$ cat src/hw/rtl/smbd_pkg.sv
// shared constants for the sparse mask block decoder
package smbd_pkg;

	localparam int TOKEN_BITS     = 24;
	localparam int BLOCK_LEN_DEF  = 16;
	localparam int VALUE_BITS_DEF = 24;

	typedef logic signed [TOKEN_BITS-1:0] token_t;

endpackage

$ cat src/hw/rtl/smbd_sat_add.sv
// saturating adder shared by every decoded position
module smbd_sat_add #(
	parameter int VALUE_BITS = smbd_pkg::VALUE_BITS_DEF
) (
	input  smbd_pkg::token_t a,
	input  smbd_pkg::token_t b,
	output smbd_pkg::token_t y
);
	import smbd_pkg::*;

	localparam int EXT_BITS = 33;
	localparam logic signed [EXT_BITS-1:0] SAT_HI =
		(EXT_BITS'(1) <<< (VALUE_BITS - 1)) - EXT_BITS'(1);
	localparam logic signed [EXT_BITS-1:0] SAT_LO = -SAT_HI - EXT_BITS'(1);

	logic signed [TOKEN_BITS:0]   sum;
	logic signed [EXT_BITS-1:0]   sum_ext;
	logic signed [EXT_BITS-1:0]   clamped;

	assign sum     = (TOKEN_BITS+1)'(a) + (TOKEN_BITS+1)'(b);
	assign sum_ext = EXT_BITS'(sum);

	always_comb begin
		if (sum_ext > SAT_HI) begin
			clamped = SAT_HI;
		end else if (sum_ext < SAT_LO) begin
			clamped = SAT_LO;
		end else begin
			clamped = sum_ext;
		end
	end

	assign y = clamped[TOKEN_BITS-1:0];

endmodule

$ cat src/hw/rtl/sparse_mask_block_decoder.sv
// top level of the sparse mask block decoder
// m_tvalid rises in the cycle after the token or step that makes the result
// base and mask tokens are taken whenever valid; then one result per cycle while the output
// slot is free and every set bit has its delta, from the single shared saturating adder
// a delta token is taken only in the cycle its position is emitted
// reset: asynchronous, active low; sequencer waits for a base, output empty
module sparse_mask_block_decoder #(
	parameter int BLOCK_LEN  = smbd_pkg::BLOCK_LEN_DEF,
	parameter int VALUE_BITS = smbd_pkg::VALUE_BITS_DEF
) (
	input  logic             clk,
	input  logic             arst_n,
	input  logic             s_tvalid,
	output logic             s_tready,
	input  smbd_pkg::token_t s_tdata,  // [23:0] token
	output logic             m_tvalid,
	input  logic             m_tready,
	output smbd_pkg::token_t m_tdata,  // [23:0] value
	output logic             m_tlast   // block_end
);
	import smbd_pkg::*;

	localparam int POS_W = (BLOCK_LEN > 1) ? $clog2(BLOCK_LEN) : 1;

	// one-hot sequencer: base token, mask token, then one step per position
	typedef enum logic [2:0] {
		ST_BASE = 3'b001,
		ST_MASK = 3'b010,
		ST_RUN  = 3'b100
	} state_t;

	state_t               state_q;
	token_t               base_q;
	logic [BLOCK_LEN-1:0] mask_q;
	logic [POS_W-1:0]     pos_q;
	logic [POS_W-1:0]     bit_idx;

	logic                 m_tvalid_q;
	token_t               m_tdata_q;
	logic                 m_tlast_q;

	logic                 slot_free;   // output register can take a result
	logic                 bit_now;     // presence bit of the current position
	logic                 pos_last;
	logic                 emit;
	token_t               add_b;
	token_t               sum;

	// position 0 reads the most significant mask bit
	assign bit_idx   = POS_W'(BLOCK_LEN - 1) - pos_q;
	assign bit_now   = mask_q[bit_idx];
	assign pos_last  = (pos_q == POS_W'(BLOCK_LEN - 1));
	assign slot_free = !m_tvalid_q || m_tready;

	// clear bits add nothing, so the adder still clamps the bare base
	assign add_b = bit_now ? s_tdata : '0;

	smbd_sat_add #(
		.VALUE_BITS(VALUE_BITS)
	) u_sat_add (
		.a(base_q),
		.b(add_b),
		.y(sum)
	);

	always_comb begin
		s_tready = 1'b0;
		emit     = 1'b0;
		unique case (state_q)
			ST_BASE, ST_MASK: begin
				s_tready = 1'b1;
			end
			ST_RUN: begin
				// a set bit waits for its delta transaction, a clear bit goes at once
				s_tready = bit_now && slot_free;
				emit     = slot_free && (!bit_now || s_tvalid);
			end
			default: begin
				s_tready = 1'b0;
				emit     = 1'b0;
			end
		endcase
	end

	always_ff @(posedge clk or negedge arst_n) begin
		if (!arst_n) begin
			state_q <= ST_BASE;
			pos_q   <= '0;
		end else begin
			unique case (state_q)
				ST_BASE: begin
					if (s_tvalid) begin
						state_q <= ST_MASK;
					end
				end
				ST_MASK: begin
					if (s_tvalid) begin
						state_q <= ST_RUN;
						pos_q   <= '0;
					end
				end
				ST_RUN: begin
					if (emit) begin
						if (pos_last) begin
							state_q <= ST_BASE;
							pos_q   <= '0;
						end else begin
							pos_q <= pos_q + POS_W'(1);
						end
					end
				end
				default: begin
					state_q <= ST_BASE;
					pos_q   <= '0;
				end
			endcase
		end
	end

	// block payload, loaded by the base and mask transactions
	always_ff @(posedge clk) begin
		if (state_q == ST_BASE && s_tvalid) begin
			base_q <= s_tdata;
		end
		if (state_q == ST_MASK && s_tvalid) begin
			// only the low BLOCK_LEN bits of the mask token count
			mask_q <= BLOCK_LEN'($unsigned(s_tdata));
		end
	end

	// output register
	always_ff @(posedge clk or negedge arst_n) begin
		if (!arst_n) begin
			m_tvalid_q <= 1'b0;
		end else if (emit) begin
			m_tvalid_q <= 1'b1;
		end else if (m_tready) begin
			m_tvalid_q <= 1'b0;
		end
	end

	always_ff @(posedge clk) begin
		if (emit) begin
			m_tdata_q <= sum;
			m_tlast_q <= pos_last;
		end
	end

	assign m_tvalid = m_tvalid_q;
	assign m_tdata  = m_tdata_q;
	assign m_tlast  = m_tlast_q;

endmodule

$ cat config.mk
export PLATFORM = sky130hd
export DESIGN_NAME = sparse_mask_block_decoder
export DESIGN_NICKNAME = d
export VERILOG_FILES = /design/src/hw/rtl/smbd_pkg.sv /design/src/hw/rtl/smbd_sat_add.sv /design/src/hw/rtl/sparse_mask_block_decoder.sv
export SDC_FILE = /design/constraint.sdc
export NUM_CORES = 1
export LEC_CHECK = 0
export BUFFER_PORTS_ARGS = -buffer_cell sky130_fd_sc_hd__buf_4
export CORE_MARGIN = 10
export CORE_UTILIZATION = 50
export DETAILED_ROUTE_END_ITERATION = 10
export PLACE_DENSITY = 0.7
export SYNTH_ARGS = -nofsm -noshare
export SYNTH_HDL_FRONTEND = slang
export SYNTH_HIERARCHICAL = 1
export SYNTH_SLANG_ARGS = --single-unit
$ cat constraint.sdc
create_clock -name clk -period 12.6 [get_ports clk]
set_clock_uncertainty 0.15 [all_clocks]
set_input_delay 3.15 -clock clk [delete_from_list [all_inputs] [get_ports clk]]
set_output_delay 3.15 -clock clk [all_outputs]
set_load 0.1 [all_outputs]
* Word-level counts from Yosys, hierarchy flattened
Cells that the tools add are included.
** Storage, ports and cells
- Logic and storage cells :: 51
- Latch bits :: 0
- Memory bits (writable) :: 0
- Bits in read-only memories :: 0
- Flip-flop bits (word level) :: 73
- Memories kept :: 0
** Operators by class
- Div/mod/pow operators :: 0
- Bitwise operators :: 1
- Add/sub/neg operators :: 3
- Reductions and logical operators :: 12
- Muxes and demuxes :: 17
- Shifts and indexed selects :: 0
- Magnitude comparators :: 3
- Equal/unequal tests :: 8
- Multiply operators :: 0
** Operator list (number)
- $mux 24 :: 2
- $add 24x24->25 :: 1
- $gt 25x24->1 const B :: 1
- $lt 25x24->1 const B :: 1
- $mux 3 :: 4
- $mux 4 :: 3
- $pmux 4 s3 :: 1
- $pmux 3 s3 :: 1
- $ne 2x2->1 const B :: 4
- $lt 4x5->1 const B :: 1
- $add 4x1->4 const B :: 1
- $bmux 1 s4 :: 1
- $eq 4x4->1 const B :: 1
- $logic_and 1x1->1 :: 4
- $mux 1 :: 4
- $reduce_and 4->1 :: 1
- $sub 4x4->4 const A :: 1
- $eq 3x1->1 const B :: 1
- $eq 3x2->1 const B :: 1
- $eq 3x3->1 const B :: 1
- $reduce_and 3->1 :: 1
- $logic_not 1->1 :: 2
- $logic_or 1x1->1 :: 2
- $pmux 1 s2 :: 1
- other kinds (3) :: 3

* Depth between registers and ports, before layout
Gate-level depths: netlist of the first run.
- Depth in word-level cells :: 9
- Mapped depth :: 19
- Depth with buffers taken out :: 16

* Hierarchy
The synthesis of the first run kept the hierarchy.
** By module, submodules not included
- sparse_mask_block_decoder :: cells each 161, area each 2746.4 sq um, instances 1
- smbd_sat_add :: cells each 306, area each 2123.3 sq um, instances 1

* Worst setup path before layout of the first run
OpenSTA, ideal clock, no wires.
- Path kind :: in2out
- Start :: in m_tready
- End :: out s_tready
- Buffers on the path :: 0
- Cell stages on the path :: 3
- Arrival :: 4.939 ns
- Slack :: 4.361 ns
- Cells stage by stage :: nand2b_1 nand2_1 o221ai_1
** On the way
- Longest elaborated chain between the ends :: 3
** Ends and longest elaborated chain
- start, declared :: line sparse_mask_block_decoder.sv:17 : input logic m_tready,
- $logic_or 1x1->1 :: line sparse_mask_block_decoder.sv:53 : assign slot_free = !m_tvalid_q || m_tready;
- $logic_and 1x1->1 :: line sparse_mask_block_decoder.sv:75 : s_tready = bit_now && slot_free;
- $pmux 1 s2 :: line sparse_mask_block_decoder.sv:69 : unique case (state_q)
- end, declared :: line sparse_mask_block_decoder.sv:14 : output logic s_tready,
Every way passes these cells.

* Final worst setup path of the first run
Same ends and word-level chain as after synthesis.

==> results of run 1 <==
[per-stage QoR]
stage                     worst slack [ns]  hold WS (ns)
after floorplan                       4.36         0.356
after global placement                5.36         0.405
after detailed placement              5.31         0.423
after CTS                             5.31         0.440
after global routing                  5.28         0.471
final                                 5.32         0.441
[state kept, by name, summed over array words and instances, names as in the netlist]
| register | count |
|---|---|
| base_q | 24 |
| m_tdata | 24 |
| m_tvalid | 1 |
| mask_q | 16 |
| state_q | 3 |
| pos_q | 4 |
| m_tlast | 1 |
[synth_stat cells (4+ instances only)]
master	instances	share of area, %
a211o_1	7	1.3
a21o_1	10	1.5
a21oi_1	64	6.6
buf_2	5	0.51
buf_6	4	0.92
clkbuf_1	9	0.69
dfrtp_1	7	3.6
edfxtp_1	65	40
ha_1	25	6.4
inv_1	16	1.2
maj3_1	5	1.0
mux2i_1	5	1.0
nand2_1	26	2.0
nand2b_1	4	0.51
nand3_1	8	0.82
nor2_1	28	2.2
nor2b_1	28	3.6
nor3_1	9	0.92
o211ai_2	4	1.0
o21a_1	6	0.92
o21ai_0	23	2.4
o21ai_1	6	0.62
o32ai_1	8	1.4
o32ai_2	5	1.7
xnor2_1	11	2.0
xor2_1	5	0.90
[layout by cell type, fill, tap and decap left out, types with 6 or more instances in the layout]
cell type	instances
a211o_1	7
inv_1	16
xnor2_1	11
dfrtp_1	7
o21ai_1	6
o21a_1	6
nor2b_1	28
a21oi_1	64
buf_4	58
a21o_1	10
nor2_1	28
clkbuf_8	9
o21ai_0	23
nand2_1	26
edfxtp_1	65
nand3_1	8
nor3_1	8
ha_1	25
o32ai_1	8
[cells by family (layout without fill, tap and decap cells)]
kind of cell | Yosys count | in the layout | share of synthesized area [%]
AOI/OAI and AO/OA | 174 | 174 | 25.3
and+or+nand+nor | 127 | 127 | 13.8
DFF | 73 | 73 | 44.2
buffers and inverters | 38 | 92 | 3.83
adders and majority gates | 31 | 31 | 7.86
xor gates and xnor gates | 16 | 16 | 2.88
muxes | 8 | 8 | 2.18
[routing by layer]
layer  global-route usage, %  part of all wire [%]  vias to the layer above
li1                        -                     -                     1876
met1                    20.8                    49                     1780
met2                    23.0                    44                      114
met3                    3.95                   5.9                        9
met4                    4.05                  0.88                        0
met5                       0                     0                        -
[final timing paths]
check                         start          end  slack (ns)  cells past startpoint
min in group asynchronous    arst_n     pos_q[3]        2.45                      1
min reg2reg                pos_q[3]     pos_q[3]        0.44                      1
max in group asynchronous    arst_n   state_q[0]        9.64                      1
max                        m_tready     s_tready        5.32                      5
min                        pos_q[3]     pos_q[3]        0.44                      1
max reg2reg                pos_q[0]  m_tdata[10]        7.15                     15
[power groups by stage]
stage / Combinational (µW) / Sequential, µW / Clock [µW]
finish: 485 / 332 / 186
global route: 531 / 337 / 201
CTS: 481 / 333 / 190
detailed placement: 479 / 338 / 0
global placement: 465 / 337 / 0
floorplan: 366 / 353 / 0
[layout make-up]
cell class              count  area (µm²)
fillers                   854        3820
repair buffers             58         435
flip-flops and latches     73        2150
clock inverters             3        20.0
multi-input cells         356        2530
well taps                 129         161
inverters                  18        67.6
clock buffers              13         181
==> summary.md, run 1 <==
| Metric | Value |
|---|---|
| Worst-path cell chain | buf_4, nand2b_1, nand2_1, o221ai_1, buf_4 |
| Syn nets | 521 |
| P&R area growth vs syn | 14.1% |
| Total CTS buffers | 9 |
| Clock Pin Slew Worst Setup and Hold Paths | 0.08 ns |
| Tightest Pin Transition | 1.03 ns |
| Synthesis Warnings | 6 |
| Fraction of layout instances using a drive strength above 1 | 19.8% |
| TritonRoute pass-1 iters | 5 |
| Clock tree sinks | 73 |
| Root Buffer | clkbuf_8 |
| Initial DRC Count | 237 |
| Total power | 1000 µW |
| Setup TNS | 0 ns |
| Synth unique cells | 69 |
| Switching Fraction | 41.3% |
| # setup viols final | 0 |
| Comb pwr share | 48.3% |
| Placed cells | 634 |
| P_leak | 0.00216 µW |
| Flops & latches, synth | 73 |
| DRC | 0 |
| Clock Power Share | 18.5% |
| CORE AREA | 0.00937 mm² |
| Vias in the first global route | 3585 |
| CP endpoint kind | primary output |
| Mapped Area | 0.00487 mm² |
| Run status | completed |
| CP Data Required Time | 9.30 ns |
| H-tree Lvls | 3 |
| Total gr overflow | 0 |
| CP top delay family | buffers and inverters |
| Final instance area | 0.00555 mm² |
| Final Cycle Share | 57.8% |
| Post-CTS Setup Repair Bufs | 0 |
| Mean area per synthesized cell | 10.4 µm² |
| Syn Inst Count | 467 |
| Largest net degree at the start of global routing | 35 |
| Final Util | 59.3% |
| PortBufs | 54 |
| EDFF count, synth | 65 |
| Gr usage total | 15.2% |
| Final wirelength | 10800 µm |
| Seq pwr share | 33.2% |
| Fin. Hold Viols | 0 |
| Switch Pwr | 415 µW |
| Critical path's largest stage delay | 0.33 ns |
| Final #Nets | 570 |
| Buf/Inv on CP | 2 |
| Clk buf depth | 2 |
| Synth Flop Type | edfxtp_1 |
| First-pass GRT wire length | 17900 µm |
| Via count normalized by instance count | 5.81 |
| Detail Placement HPWL | 8060 µm |
| # resized after CTS | 0 |
| Pwr Density | 181 mW/mm² |
| Final max-slew violation count | 0 |
| Min-delay worst type | reg -> reg |
| Drt wl/cell | 16.6 µm |
| Post-synthesis async set-or-reset flop share | 11.0% |
| Most used cell, CP | buf_4 |
| Seq/Total Area, Yosys | 44.2% |
| Arr. time, crit path | 3.98 ns |
| Routed via count | 3779 |
| Cell row count | 35 |
| Post-DRT Antenna Nets | 0 |
| Largest fanout on the critical path | 3 |
| Diode count | 0 |
| Initial antenna violation count | 0 |
| Clock latency on the worst-skew pair | 0.35 ns |
| Max VDD drop | 68.9 µV |
| GP Congestion | 0.851 |
| CTS tree | built |
| Die Y | 119 µm |
| Max Cap Viol | 0 |
| Post-placement cell area | 0.00535 mm² |
| Int Pwr | 588 µW |
| Tmin final | 7.28 ns |
| Max Clk Rate | 0.137 GHz |
| Io pins | 55 |
| Starting Density | 52.0% |
| Hold buffers post-CTS | 0 |
| Slowest CP cell | buf_4 |
| Die area | 0.0141 mm² |
| Final cell count without fillers | 650 |
| RSZ-0062 raised after global routing | no |
| Critical Path Start Type | input port |
| WS Path Type | in -> out |
| Die span in x | 119 µm |
| Slew headroom | 31.5% |
No activity file was read; power rests on OpenSTA's default activity.
==> inputs of run 2 (changes only) <==
clock period = 7.3 ns   (was 12.6 ns; I/O delays follow)
==> run 2 against run 1 <==
  * Largest cell class unchanged
  * Clock-buffer cell count decreased by 4
  * Hold slack worse by 0.011 ns
  * Critical path depth increased by 7
  * Clock power increased by 56%
  * Final area fell by 0.45%
  * Combinational power rose by 72%
  * Setup slack got worse by 3.6 ns
  * Via count grew 2.2%
  * Non-clock buffer count unchanged
  * Total power is 70% higher
  * Global-route usage increased by 0.11 points
  * Sequential power is 73% higher
==> summary.md, run 2 (synthesis gave the netlist of run 1 again) <==
| Metric | Value |
|---|---|
| Run status | completed |
| Clock Power Share | 17.1% (-1.4 points) |
| Arr. time, crit path | 5.59 ns (+1.61 ns) |
| Int Pwr | 974 µW (+66%) |
| Worst-path cell chain | mux4_2, o211ai_2, and2_1, nor2b_1, ha_1, a21oi_1, o21ai_0, a21oi_1, inv_1, a21oi_2, o21ai_1, o32ai_1 |
| Largest fanout on the critical path | 33 (+30) |
| Total CTS buffers | 9 (unchanged) |
| Clock tree sinks | 73 (unchanged) |
| R2R Setup Slk | 1.71 ns (-5.44 ns) |
| TritonRoute pass-1 iters | 5 (unchanged) |
| Starting Density | 52.0% (unchanged) |
| Io pins | 55 (unchanged) |
| GP Congestion | 0.871 (+2.4%) |
| Final Util | 59.0% (-0.27 points) |
| Die area | 0.0141 mm² (unchanged) |
| WHS Endpoint | state_q[1] |
| Max VDD drop | 124 µV (+80%) |
| Die span in x | 119 µm (unchanged) |
| Post-DRT Antenna Nets | 0 (unchanged) |
| Comb pwr share | 49.2% (+0.9 points) |
| Most frequent cells in the layout | edfxtp_1, a21oi_1, buf_4 |
| DRC | 0 (unchanged) |
| Via count normalized by instance count | 5.94 (+2.2%) |
| Drt wl/cell | 16.8 µm (+1.3%) |
| CTS tree | built |
| Post-CTS Setup Repair Bufs | 0 (unchanged) |
| WS Path Type | reg -> reg |
| P&R area growth vs syn | 13.5% |
| Tmin final | 5.59 ns |
| Routed via count | 3861 (+2.2%) |
| CP endpoint kind | register |
| H-tree Lvls | 3 (unchanged) |
| Total gr overflow | 0 (unchanged) |
| Worst r2r path cells | 12 (-3) |
| P_leak | 0.00214 µW (-0.64%) |
| Min-delay worst type | reg -> reg |
| Switching Fraction | 42.7% (+1.4 points) |
| Final #Nets | 570 (unchanged) |
| Detail Placement HPWL | 8200 µm (+1.7%) |
| Fin. Hold Viols | 0 (unchanged) |
| RR Endpoint | m_tdata[0] |
| # setup viols final | 0 (unchanged) |
| Diode count | 0 (unchanged) |
| Initial antenna violation count | 0 (unchanged) |
| Final Cycle Share | 76.5% |
| CP Data Required Time | 7.30 ns (-2.00 ns) |
| Buf/Inv on CP | 1 (-1) |
| Critical path's largest stage delay | 0.92 ns (+0.59 ns) |
| Critical Path Start Type | register |
| # resized after CTS | 0 (unchanged) |
| CP top delay family | compound AO/OA/AOI/OAI gates |
| First-pass GRT wire length | 18100 µm (+1.0%) |
| PortBufs | 54 (unchanged) |
| Seq pwr share | 33.7% (+0.5 points) |
| Clock Pin Slew Worst Setup and Hold Paths | 0.08 ns (about the same) |
| Vias in the first global route | 3616 (+0.86%) |
| Hold buffers post-CTS | 0 (unchanged) |
| Clock latency on the worst-skew pair | 0.35 ns (about the same) |
| Tightest Pin Transition | 1.24 ns (+0.213 ns) |
| Gr usage total | 15.3% (+0.11 points) |
| Largest net degree at the start of global routing | 35 (unchanged) |
| Final wirelength | 10900 µm (+1.3%) |
| Most common cell after layout, fill and taps aside | edfxtp_1 |
| Setup TNS | 0 ns (unchanged) |
| Pwr Density | 307 mW/mm² (+70%) |
| Placed cells | 634 (unchanged) |
| Most used cell, CP | a21oi_1 |
| R2r startpoint | pos_q[0] |
| Final max-slew violation count | 0 (unchanged) |
| Clk buf depth | 2 (unchanged) |
| Root Buffer | clkbuf_8 |
| Max Clk Rate | 0.179 GHz |
| Max Cap Viol | 0 (unchanged) |
| RSZ-0062 raised after global routing | no |
| Final cell count without fillers | 650 (unchanged) |
| Fraction of layout instances using a drive strength above 1 | 20.2% (+0.38 points) |
| CORE AREA | 0.00937 mm² (unchanged) |
| Min-delay src | state_q[2] |
| Initial DRC Count | 239 (+0.84%) |
| Die Y | 119 µm (unchanged) |
| Slew headroom | 17.3% (-14 points) |
| Switch Pwr | 726 µW (+75%) |
| Cell row count | 35 (unchanged) |
| Hold depth | 1 (unchanged) |
| Slowest CP cell | a21oi_2 |
[run 2: how the worst max path moves through the flow]
| stage | start | endpoint | slack (ns) | cells after the start |
|---|---|---|---|---|
| 2_1_floorplan | m_tready | s_tready | 1.71 | 3 |
| 3_3_place_gp | pos_q[0] | m_tdata[19] | 1.99 | 15 |
| 3_5_place_dp | pos_q[0] | m_tdata[0] | 1.77 | 12 |
| 4_1_cts | pos_q[0] | m_tdata[0] | 1.70 | 12 |
| 5_1_grt | pos_q[0] | m_tdata[0] | 1.21 | 12 |
| 6_report | pos_q[0] | m_tdata[0] | 1.71 | 12 |
[run 2: power by group through the flow]
stage / Sequential (µW) / Combinational (µW) / Clock (µW)
4_1_cts: 574 / 830 / 299
5_1_grt: 580 / 915 / 317
6_report: 573 / 836 / 291
3_3_place_gp: 582 / 807 / 0
3_5_place_dp: 582 / 823 / 0
2_1_floorplan: 610 / 633 / 0
[run 2: area by class of cell]
type | count | area [µm²]
sequential | 73 | 2150
clock inverter | 7 | 52.6
tap | 129 | 161
inverter | 18 | 67.6
fill | 846 | 3840
clock buffer | 9 | 124
timing repair buffer | 58 | 435
multi-input combinational | 356 | 2530
[run 2: per-layer routing]
layer | wire (µm) | part of all wire, % | vias up | track usage, %
li1 | - | - | 1880 | -
met1 | 5320 | 49 | 1861 | 22.0
met2 | 4890 | 45 | 107 | 22.3
met3 | 570 | 5.2 | 13 | 3.24
met4 | 126 | 1.2 | 0 | 4.43
met5 | 0 | 0 | - | 0
[run 2: through the flow]
stage | total power (µW) | area, µm² | hold WS, ns | worst slack (ns)
2_1_floorplan | 1240 | 4870 | 0.356 | 1.71
3_3_place_gp | 1390 | 5350 | 0.412 | 1.99
3_5_place_dp | 1410 | 5350 | 0.408 | 1.77
4_1_cts | 1700 | 5530 | 0.426 | 1.70
5_1_grt | 1810 | 5530 | 0.474 | 1.21
6_report | 1700 | 5530 | 0.429 | 1.71
